## src/hw/rtl/asfr_pkg.sv

```systemverilog
// asfr_pkg: types and constants for the addressed serial frame receiver
// no dependencies; imported by addressed_serial_frame_receiver
`timescale 1ns / 1ps
`default_nettype none

package asfr_pkg;

	localparam logic [7:0] MIN_FRAME_LEN = 8'd2;
	localparam logic [7:0] MAX_FRAME_LEN = 8'd128;

	localparam logic [7:0] CH_COLON = 8'd58;
	localparam logic [7:0] CH_QUERY = 8'd63;
	localparam logic [7:0] CH_CR    = 8'd13;
	localparam logic [7:0] CH_LF    = 8'd10;

	localparam logic [7:0] DEVICE_ID_RESET = 8'd1;
	localparam logic [7:0] BROADCAST_ID    = 8'd0;

	typedef enum logic [1:0] {
		EV_PAYLOAD = 2'd0,
		EV_INFO    = 2'd1,
		EV_FOREIGN = 2'd2
	} event_kind_t;

	typedef enum logic [4:0] {
		PH_HUNT   = 5'b00001,
		PH_ID     = 5'b00010,
		PH_LEN    = 5'b00100,
		PH_RECV   = 5'b01000,
		PH_UNLOAD = 5'b10000
	} phase_t;

	typedef struct packed {
		event_kind_t kind;
		logic [7:0]  data;
		logic        last;
	} result_t;

endpackage

`default_nettype wire

```

## src/hw/rtl/addressed_serial_frame_receiver.sv

```systemverilog
// addressed_serial_frame_receiver: parses addressed frames from a received byte stream
// depends on asfr_pkg (phase codes, event codes, character constants)
// each result beat is registered in the output register, or in the skid register while the output register is held
// throughput: one input beat per cycle while in_stall is low; the parser state updates on each accepted beat
// an output register plus one skid register decouple out_stall from in_stall
// in_stall rises only while the skid register holds a beat
// reset (arst_n low, asynchronous): hunting, history and counters cleared, device_id = 1
`timescale 1ns / 1ps
`default_nettype none

module addressed_serial_frame_receiver
	import asfr_pkg::*;
(
	input  wire logic       clk,
	input  wire logic       arst_n,

	// configuration: own node address
	input  wire logic       device_id_we,
	input  wire logic [7:0] device_id_wdata,

	// received bytes
	input  wire logic       in_valid,
	output logic            in_stall,
	input  wire logic [7:0] rx_byte,

	// events
	output logic            out_valid,
	input  wire logic       out_stall,
	output logic [1:0]      event_kind,
	output logic [7:0]      payload_byte,
	output logic            frame_last
);

	// parser state
	logic [7:0] device_id_q;
	phase_t     phase_q;
	logic [7:0] recent0_q, recent1_q, recent2_q;   // oldest .. newest hunting byte
	logic       frame_for_me_q;
	logic [7:0] frame_length_q;
	logic [7:0] byte_position_q;

	// next-state values
	phase_t     phase_d;
	logic [7:0] recent0_d, recent1_d, recent2_d;
	logic       frame_for_me_d;
	logic [7:0] frame_length_d;
	logic [7:0] byte_position_d;
	logic [7:0] pos_inc;
	logic [7:0] len_dec;

	// result of the current beat
	logic       res_valid;
	result_t    res;

	// output register and skid register
	logic       out_valid_q;
	result_t    out_q;
	logic       skid_valid_q;
	result_t    skid_q;

	logic       in_accept;
	logic       out_take;

	assign in_stall  = skid_valid_q;
	assign in_accept = in_valid && !skid_valid_q;
	assign out_take  = out_valid_q && !out_stall;

	assign pos_inc = byte_position_q + 8'd1;
	assign len_dec = frame_length_q - 8'd1;

	// parser next state and result
	always_comb begin
		phase_d         = phase_q;
		recent0_d       = recent0_q;
		recent1_d       = recent1_q;
		recent2_d       = recent2_q;
		frame_for_me_d  = frame_for_me_q;
		frame_length_d  = frame_length_q;
		byte_position_d = byte_position_q;
		res_valid       = 1'b0;
		res.kind        = EV_PAYLOAD;
		res.data        = 8'd0;
		res.last        = 1'b0;

		case (phase_q)
			PH_ID: begin
				// address compared with device_id and the broadcast id as the byte arrives
				frame_for_me_d = (rx_byte == device_id_q) || (rx_byte == BROADCAST_ID);
				frame_length_d = 8'd0;
				phase_d        = PH_LEN;
			end
			PH_LEN: begin
				if (!(rx_byte inside {[MIN_FRAME_LEN:MAX_FRAME_LEN]})) begin
					// bad length, back to hunting
					frame_length_d = 8'd0;
					phase_d        = PH_HUNT;
				end else begin
					frame_length_d  = rx_byte;
					byte_position_d = 8'd0;
					phase_d         = frame_for_me_q ? PH_RECV : PH_UNLOAD;
				end
			end
			PH_RECV: begin
				res_valid = 1'b1;
				res.kind  = EV_PAYLOAD;
				res.data  = rx_byte;
				if (pos_inc >= frame_length_q) begin
					// final payload byte
					byte_position_d = 8'd0;
					frame_length_d  = 8'd0;
					phase_d         = PH_HUNT;
					res.last        = 1'b1;
				end else begin
					byte_position_d = pos_inc;
				end
			end
			PH_UNLOAD: begin
				// foreign frame is drained silently, completion on its last byte
				frame_length_d = len_dec;
				if (len_dec == 8'd0) begin
					byte_position_d = 8'd0;
					phase_d         = PH_HUNT;
					res_valid       = 1'b1;
					res.kind        = EV_FOREIGN;
				end
			end
			default: begin
				// hunting: shift history, look for start pair then info request
				phase_d   = PH_HUNT;
				recent0_d = recent1_q;
				recent1_d = recent2_q;
				recent2_d = rx_byte;
				if (recent2_q == CH_COLON && rx_byte == CH_COLON) begin
					recent0_d = 8'd0;
					recent1_d = 8'd0;
					recent2_d = 8'd0;
					phase_d   = PH_ID;
				end else if (recent1_q == CH_QUERY && recent2_q == CH_CR
						&& rx_byte == CH_LF) begin
					res_valid = 1'b1;
					res.kind  = EV_INFO;
				end
			end
		endcase
	end

	// configuration register
	always_ff @(posedge clk or negedge arst_n) begin
		if (!arst_n) begin
			device_id_q <= DEVICE_ID_RESET;
		end else if (device_id_we) begin
			device_id_q <= device_id_wdata;
		end
	end

	// parser state update on each accepted beat
	always_ff @(posedge clk or negedge arst_n) begin
		if (!arst_n) begin
			phase_q         <= PH_HUNT;
			recent0_q       <= 8'd0;
			recent1_q       <= 8'd0;
			recent2_q       <= 8'd0;
			frame_for_me_q  <= 1'b0;
			frame_length_q  <= 8'd0;
			byte_position_q <= 8'd0;
		end else if (in_accept) begin
			phase_q         <= phase_d;
			recent0_q       <= recent0_d;
			recent1_q       <= recent1_d;
			recent2_q       <= recent2_d;
			frame_for_me_q  <= frame_for_me_d;
			frame_length_q  <= frame_length_d;
			byte_position_q <= byte_position_d;
		end
	end

	// output register with skid: a new result lands in the skid register
	// when the output register is full and held
	always_ff @(posedge clk or negedge arst_n) begin
		if (!arst_n) begin
			out_valid_q  <= 1'b0;
			skid_valid_q <= 1'b0;
		end else if (skid_valid_q) begin
			if (out_take) begin
				out_valid_q  <= 1'b1;
				skid_valid_q <= 1'b0;
			end
		end else if (!out_valid_q || out_take) begin
			out_valid_q <= in_accept && res_valid;
		end else if (in_accept && res_valid) begin
			skid_valid_q <= 1'b1;
		end
	end

	// payload of the output and skid registers
	always_ff @(posedge clk) begin
		if (skid_valid_q) begin
			if (out_take) begin
				out_q <= skid_q;
			end
		end else if (!out_valid_q || out_take) begin
			out_q <= res;
		end else begin
			skid_q <= res;
		end
	end

	assign out_valid    = out_valid_q;
	assign event_kind   = out_q.kind;
	assign payload_byte = out_q.data;
	assign frame_last   = out_q.last;

endmodule

`default_nettype wire
```

## config.mk

```make
export PLATFORM = sky130hd
export DESIGN_NAME = addressed_serial_frame_receiver
export DESIGN_NICKNAME = d
export VERILOG_FILES = /design/src/hw/rtl/asfr_pkg.sv /design/src/hw/rtl/addressed_serial_frame_receiver.sv
export SDC_FILE = /design/constraint.sdc
export NUM_CORES = 1
export LEC_CHECK = 0
export BUFFER_PORTS_ARGS = -buffer_cell sky130_fd_sc_hd__buf_2
export CAP_MARGIN = 20
export CORE_AREA = 3 3 82 84
export DETAILED_ROUTE_END_ITERATION = 16
export DIE_AREA = 0 0 85 87
export PLACE_DENSITY = 0.86
export SYNTH_ARGS = -nofsm -noshare
export SYNTH_HDL_FRONTEND = slang
export SYNTH_SLANG_ARGS = --single-unit
```

## constraint.sdc

```tcl
create_clock -name clk -period 7 [get_ports clk]
set_input_delay 0.35 -clock clk [delete_from_list [all_inputs] [get_ports clk]]
set_output_delay 0.35 -clock clk [all_outputs]
set_load 0.05 [all_outputs]
```

## Yosys cells after proc, flatten, opt, wreduce, memory -nomap -nowiden

Index checks and enable logic that the tools add are counted.

| operators by class | value |
|---|---|
| equal/unequal tests | 14 |
| muxes and demuxes | 35 |
| magnitude comparators | 3 |
| $add $sub $neg | 2 |
| reductions and logical operators | 27 |
| bitwise logic cells | 3 |

Operators by type and width:

| cell | number |
|---|---|
| 2-to-1 mux 8 bit | 7 |
| 2-to-1 mux 11 bit | 3 |
| case mux 8 bit (4 select lines) | 1 |
| == test 8 x 6 -> 1 bit, second input constant | 3 |
| case mux 8 bit (3 select lines) | 1 |
| 2-to-1 mux 5 bit | 4 |
| case mux 5 bit (4 select lines) | 1 |
| == test 8 x 4 -> 1 bit, second input constant | 2 |
| zero test 8 bit | 2 |
| 2-to-1 mux 1 bit | 13 |
| 2-to-1 mux 9 bit | 1 |
| adder 8 x 1 -> 8 bit, second input constant | 1 |
| == test 8 bit | 1 |
| greater-or-equal comparator 8 x 2 -> 1 bit, second input constant | 1 |
| greater-or-equal comparator 8 bit | 1 |
| less-or-equal comparator 8 bit, second input constant | 1 |
| AND reduction 2 bit | 4 |
| subtractor 8 x 1 -> 8 bit, second input constant | 1 |
| logical AND 1 bit | 7 |
| inequality test 2 bit, second input constant | 3 |
| AND reduction 3 bit | 2 |
| == test 5 x 2 -> 1 bit, second input constant | 1 |
| == test 5 x 3 -> 1 bit, second input constant | 1 |
| == test 5 x 4 -> 1 bit, second input constant | 1 |
| 15 further kinds | 21 |

| storage, ports and cells | value |
|---|---|
| input bits | 21 |
| output and inout port bits | 13 |
| register bits after elaboration | 70 |

## Logic depth before layout (Yosys ltp)

| logic depth | value |
|---|---|
| word-level depth | 10 |
| mapped depth | 12 |
| gate-level depth less buffers | 11 |

## Worst setup path before layout

OpenSTA, ideal clock, no wires.

| path | value |
|---|---|
| kind | register to register |
| start | register byte_position_q[0] |
| end | register frame_length_q[4] |
| setup time | 125 ps |
| slack | 4392 ps |
| cell stages (with the launch flop) | 13 |
| data arrival time | 2483 ps |
| data required time | 6875 ps |
| buffers on the path | 1 |
| period minus slack after synthesis | 2608 ps |
| path through | dfrtp_1 ha_1 nand3_1 nor3_1 xor2_1 ha_1 and4_1 nand2_1 o21ai_0 o21ai_2 buf_2 o21ai_0 o21ai_1 |

| on the way | value |
|---|---|
| longest elaborated chain between the ends | 4 |

RTL lines:

| element | line | RTL |
|---|---|---|
| start: declaration | addressed_serial_frame_receiver.sv:40 | `logic [7:0] byte_position_q;` |
| start signal: assignment | addressed_serial_frame_receiver.sv:173 | `byte_position_q <= byte_position_d;` |
| adder 8 x 1 -> 8 bit | addressed_serial_frame_receiver.sv:68 | `assign pos_inc = byte_position_q + 8'd1;` |
| greater-or-equal comparator 8 bit | addressed_serial_frame_receiver.sv:107 | `if (pos_inc >= frame_length_q) begin` |
| inequality test 2 bit (no source line) | - |  |
| AND reduction 3 bit (no source line) | - |  |
| end signal: assignment | addressed_serial_frame_receiver.sv:172 | `frame_length_q <= frame_length_d;` |
| end: declaration | addressed_serial_frame_receiver.sv:39 | `logic [7:0] frame_length_q;` |

Every way passes these cells.
A chain may end at the register's enable or synchronous reset.

## Final worst setup path

| path | value |
|---|---|
| start | register byte_position_q[0] |
| end | register frame_length_q[0] |

Same word-level chain as after synthesis.

==> impl_metrics.json <==
{
  "status": "completed",
  "arrival_ns": 3.25,
  "regArea_um2": 1860,
  "io_pins": 34,
  "timing.rr.start": "byte_position_q[0]",
  "fp.dieH_um": 87,
  "tns_ns": 0,
  "rsz0062_at_grt": "no",
  "setup_viol": 0,
  "cts-buffers-inserted": 9,
  "pwr-share-seq_pct": 55.1,
  "avgSynthCellArea_um2": 11.0,
  "multi_input_area_um2": 1650,
  "cap_violations": 0,
  "cts_tree": "yes",
  "cts-root-buf": "clkbuf_8",
  "ys_ff_latch": 70,
  "p_per_area_nw_per_um2": 200,
  "die_area_um2": 7400,
  "syn-num-nets": 360,
  "p_comb_share_pct": 6.1,
  "r2r-end": "frame_length_q[0]",
  "drt-total-wl_um": 7810,
  "diodes": 0,
  "post-route-min-period_ns": 3.05,
  "place_congestion": 0.897,
  "cts_max_path_buffers": 2,
  "synth_area_leader_cell": "dfrtp_1",
  "pwr-share-clk_pct": 38.8,
  "drtAntennaViolNets": 0,
  "clk_latency_ns": 0.35,
  "grt_max_degree": 49,
  "slew_headroom_pct": 31.3,
  "r2r_slack_ns": 3.95,
  "synth_top_area_share_pct": 31.8,
  "reg2reg_depth": 11,
  "criticalPathCategory": "flip-flop to flip-flop",
  "htreeDepth": 3,
  "drc": 0,
  "hp-class": "input port to flip-flop",
  "place_area_um2": 3810,
  "vias_per_cell": 6.11,
  "ctsResizeCount": 0,
  "synth_area_leaders": "dfrtp_1 (32%), edfxtp_1 (18%), mux2_2 (6.2%)",
  "fill_cells": 462,
  "dr_total_vias": 2693,
  "cp_max_fo": 14,
  "p_leak_nw": 1.75,
  "routedWlPerCell_um": 17.7,
  "grt-ovfl-total": 0,
  "area_delta_synth_final_pct": 11.4,
  "fp.coreArea_um2": 5990,
  "period_share_pct": 43.5,
  "max_slew.worst_pin.slew_ns": 1.03,
  "timing.fmax_mhz": 328,
  "post_synth_num_cell_types": 58,
  "timing.hold.ws_ns": 0.230,
  "ys_warn_count": 0,
  "p_sw_share_pct": 22.9,
  "min_path_cells": 2,
  "dp_hpwl_um": 5390,
  "hold_viol": 0,
  "ir_drop_mv": 0.159,
  "fin_skew_ns": 0.00856,
  "dr.pass1.iters": 5,
  "clk_pin_slew_ns": 0.08,
  "min_to": "device_id_q[1]",
  "seq_area_frac_synth_pct": 51.5,
  "num_rows": 28,
  "worstPathRequired_ns": 7.20,
  "postLayoutCellArea_um2": 4030,
  "hp-start": "device_id_wdata[1]",
  "start_util_pct": 60.4,
  "drt_iter0_drc": 117,
  "synth_edf_count": 22,
  "async_flop_share_pct": 68.6,
  "grt_pass1_vias": 2632,
  "portBuffers": 33,
  "post_cts_buffers": 0,
  "die_x_um": 85,
  "grt_pass1_wl_um": 13200,
  "netlist_instances": 328,
  "p_sw_w": 0.000184,
  "synth_ff_type": "dfrtp_1",
  "antenna_found_initial": 0,
  "synthesis.area_um2": 3620,
  "gr-usage-all-layers_pct": 22.9,
  "cp-start-kind": "flip-flop",
  "layout-drive-gt1-share_pct": 22.4,
  "end_kind": "flip-flop",
  "hold_buffers": 0,
  "fin_nets": 393,
  "clock-sinks": 70,
  "slew_viol_final": 0,
  "p_int_w": 0.000622
}
-- logic make-up (layout without fill, tap and decap cells) --
kind of cell | Yosys count | after routing | synth area share [%]
flip-flops | 70 | 70 | 51.5
buffers and inverters | 25 | 63 | 3.01
XOR/XNOR | 14 | 14 | 3.39
AND/OR/NAND/NOR | 109 | 109 | 17.2
AO/OA/AOI/OAI | 78 | 78 | 14.6
multiplexers | 21 | 21 | 6.50
adder cells (fa/ha/maj) | 11 | 11 | 3.80
-- synthesized netlist by cell type, types with 2 or more instances --
cell type	count
a21o_1	2
a21oi_1	13
a22o_1	16
a31oi_1	4
a32oi_1	2
and2_1	9
and3_1	3
and4_1	2
buf_1	2
buf_2	6
clkbuf_1	5
dfrtp_1	46
dfstp_2	2
edfxtp_1	22
ha_1	11
inv_1	11
mux2_2	20
nand2_1	29
nand2b_1	7
nand3_1	6
nand4_1	6
nand4b_1	3
nor2_1	15
nor2b_1	2
nor3_1	7
nor4_1	2
nor4_2	2
o21a_1	2
o21ai_0	18
o21ai_1	4
o21ai_2	2
o22ai_1	5
or2_4	2
or3_1	3
or4_1	2
xnor2_1	11
xor2_1	3
-- cells in the final DEF (no fill, tap or decap), drive strengths merged, types with 3 or more instances in the layout --
| master | count |
|---|---|
| a21oi | 13 |
| a22o | 16 |
| a31oi | 4 |
| and2 | 9 |
| and3 | 3 |
| buf | 35 |
| clkbuf | 12 |
| dfrtp | 46 |
| edfxtp | 22 |
| ha | 11 |
| inv | 11 |
| mux2 | 20 |
| nand2 | 29 |
| nand2b | 7 |
| nand3 | 7 |
| nand4 | 6 |
| nand4b | 3 |
| nor2 | 16 |
| nor3 | 8 |
| nor4 | 4 |
| o21ai | 24 |
| o22ai | 6 |
| or3 | 3 |
| xnor2 | 11 |
| xor2 | 3 |
-- worst max-delay path, cell delays in order, from the launching register on --
cell,delay [ns]
dfrtp_1,0.45
ha_1,0.28
nand3_1,0.16
nor3_1,0.21
xor2_1,0.12
ha_1,0.31
and4_1,0.19
nand2_1,0.06
o21ai_0,0.47
o21ai_2,0.28
a221oi_1,0.28
a21oi_1,0.09
-- registers in the layout, indices dropped and copies added, names as in the netlist --
| signal | count |
|---|---|
| skid_q | 11 |
| byte_position_q | 8 |
| device_id_q | 8 |
| frame_length_q | 8 |
| payload_byte | 8 |
| recent1_q | 8 |
| recent2_q | 8 |
| phase_q | 5 |
| event_kind | 2 |
| frame_for_me_q | 1 |
| frame_last | 1 |
| in_stall | 1 |
| out_valid | 1 |
-- stage by stage --
step	std cells	utilization, %	total power, W	setup WS (ns)
final	441	67.3	0.000806	3.95
after floorplan	328	-	0.000477	4.39
after CTS	438	66.7	0.000809	3.98
after global placement	422	63.6	0.000497	4.20
after global routing	441	67.3	0.000836	3.64
after detailed placement	422	63.6	0.000500	4.04
-- layout make-up --
type	count	share of cell area, %
sequential	70	46.2
multi-input combinational	233	40.9
timing repair buffer	36	5.03
clock buffer	12	3.35
tap	75	2.33
clock inverter	4	1.18
inverter	11	1.02
-- per-layer routing --
layer  up-vias  GRT usage [%]  wire length (um)
met5         -              0                 0
met2        93           36.7              3780
met4         0           8.06               180
met3        17           5.87               397
met1      1291           30.4              3440
li1       1292              -                 -
-- power by group through the flow --
stage	clock, W	sequential (W)	combinational (W)
2_1_floorplan	0	0.000449	0.0000278
5_1_grt	0.000336	0.000446	0.0000543
4_1_cts	0.000316	0.000444	0.0000479
3_3_place_gp	0	0.000451	0.0000460
6_report	0.000313	0.000444	0.0000494
3_5_place_dp	0	0.000452	0.0000477
-- worst max-delay path by stage --
stage                        from                 to  slack [ns]  cells after the start
2_1_floorplan  byte_position_q[0]  frame_length_q[4]        4.39                     12
4_1_cts        byte_position_q[0]  frame_length_q[0]        3.98                     11
5_1_grt        byte_position_q[0]  frame_length_q[4]        3.64                     11
6_report       byte_position_q[0]  frame_length_q[0]        3.95                     11
3_5_place_dp   byte_position_q[0]  frame_length_q[0]        4.04                     11
3_3_place_gp   byte_position_q[0]  frame_length_q[0]        4.20                     11
Note: power is estimated with default switching activity, not from simulation.
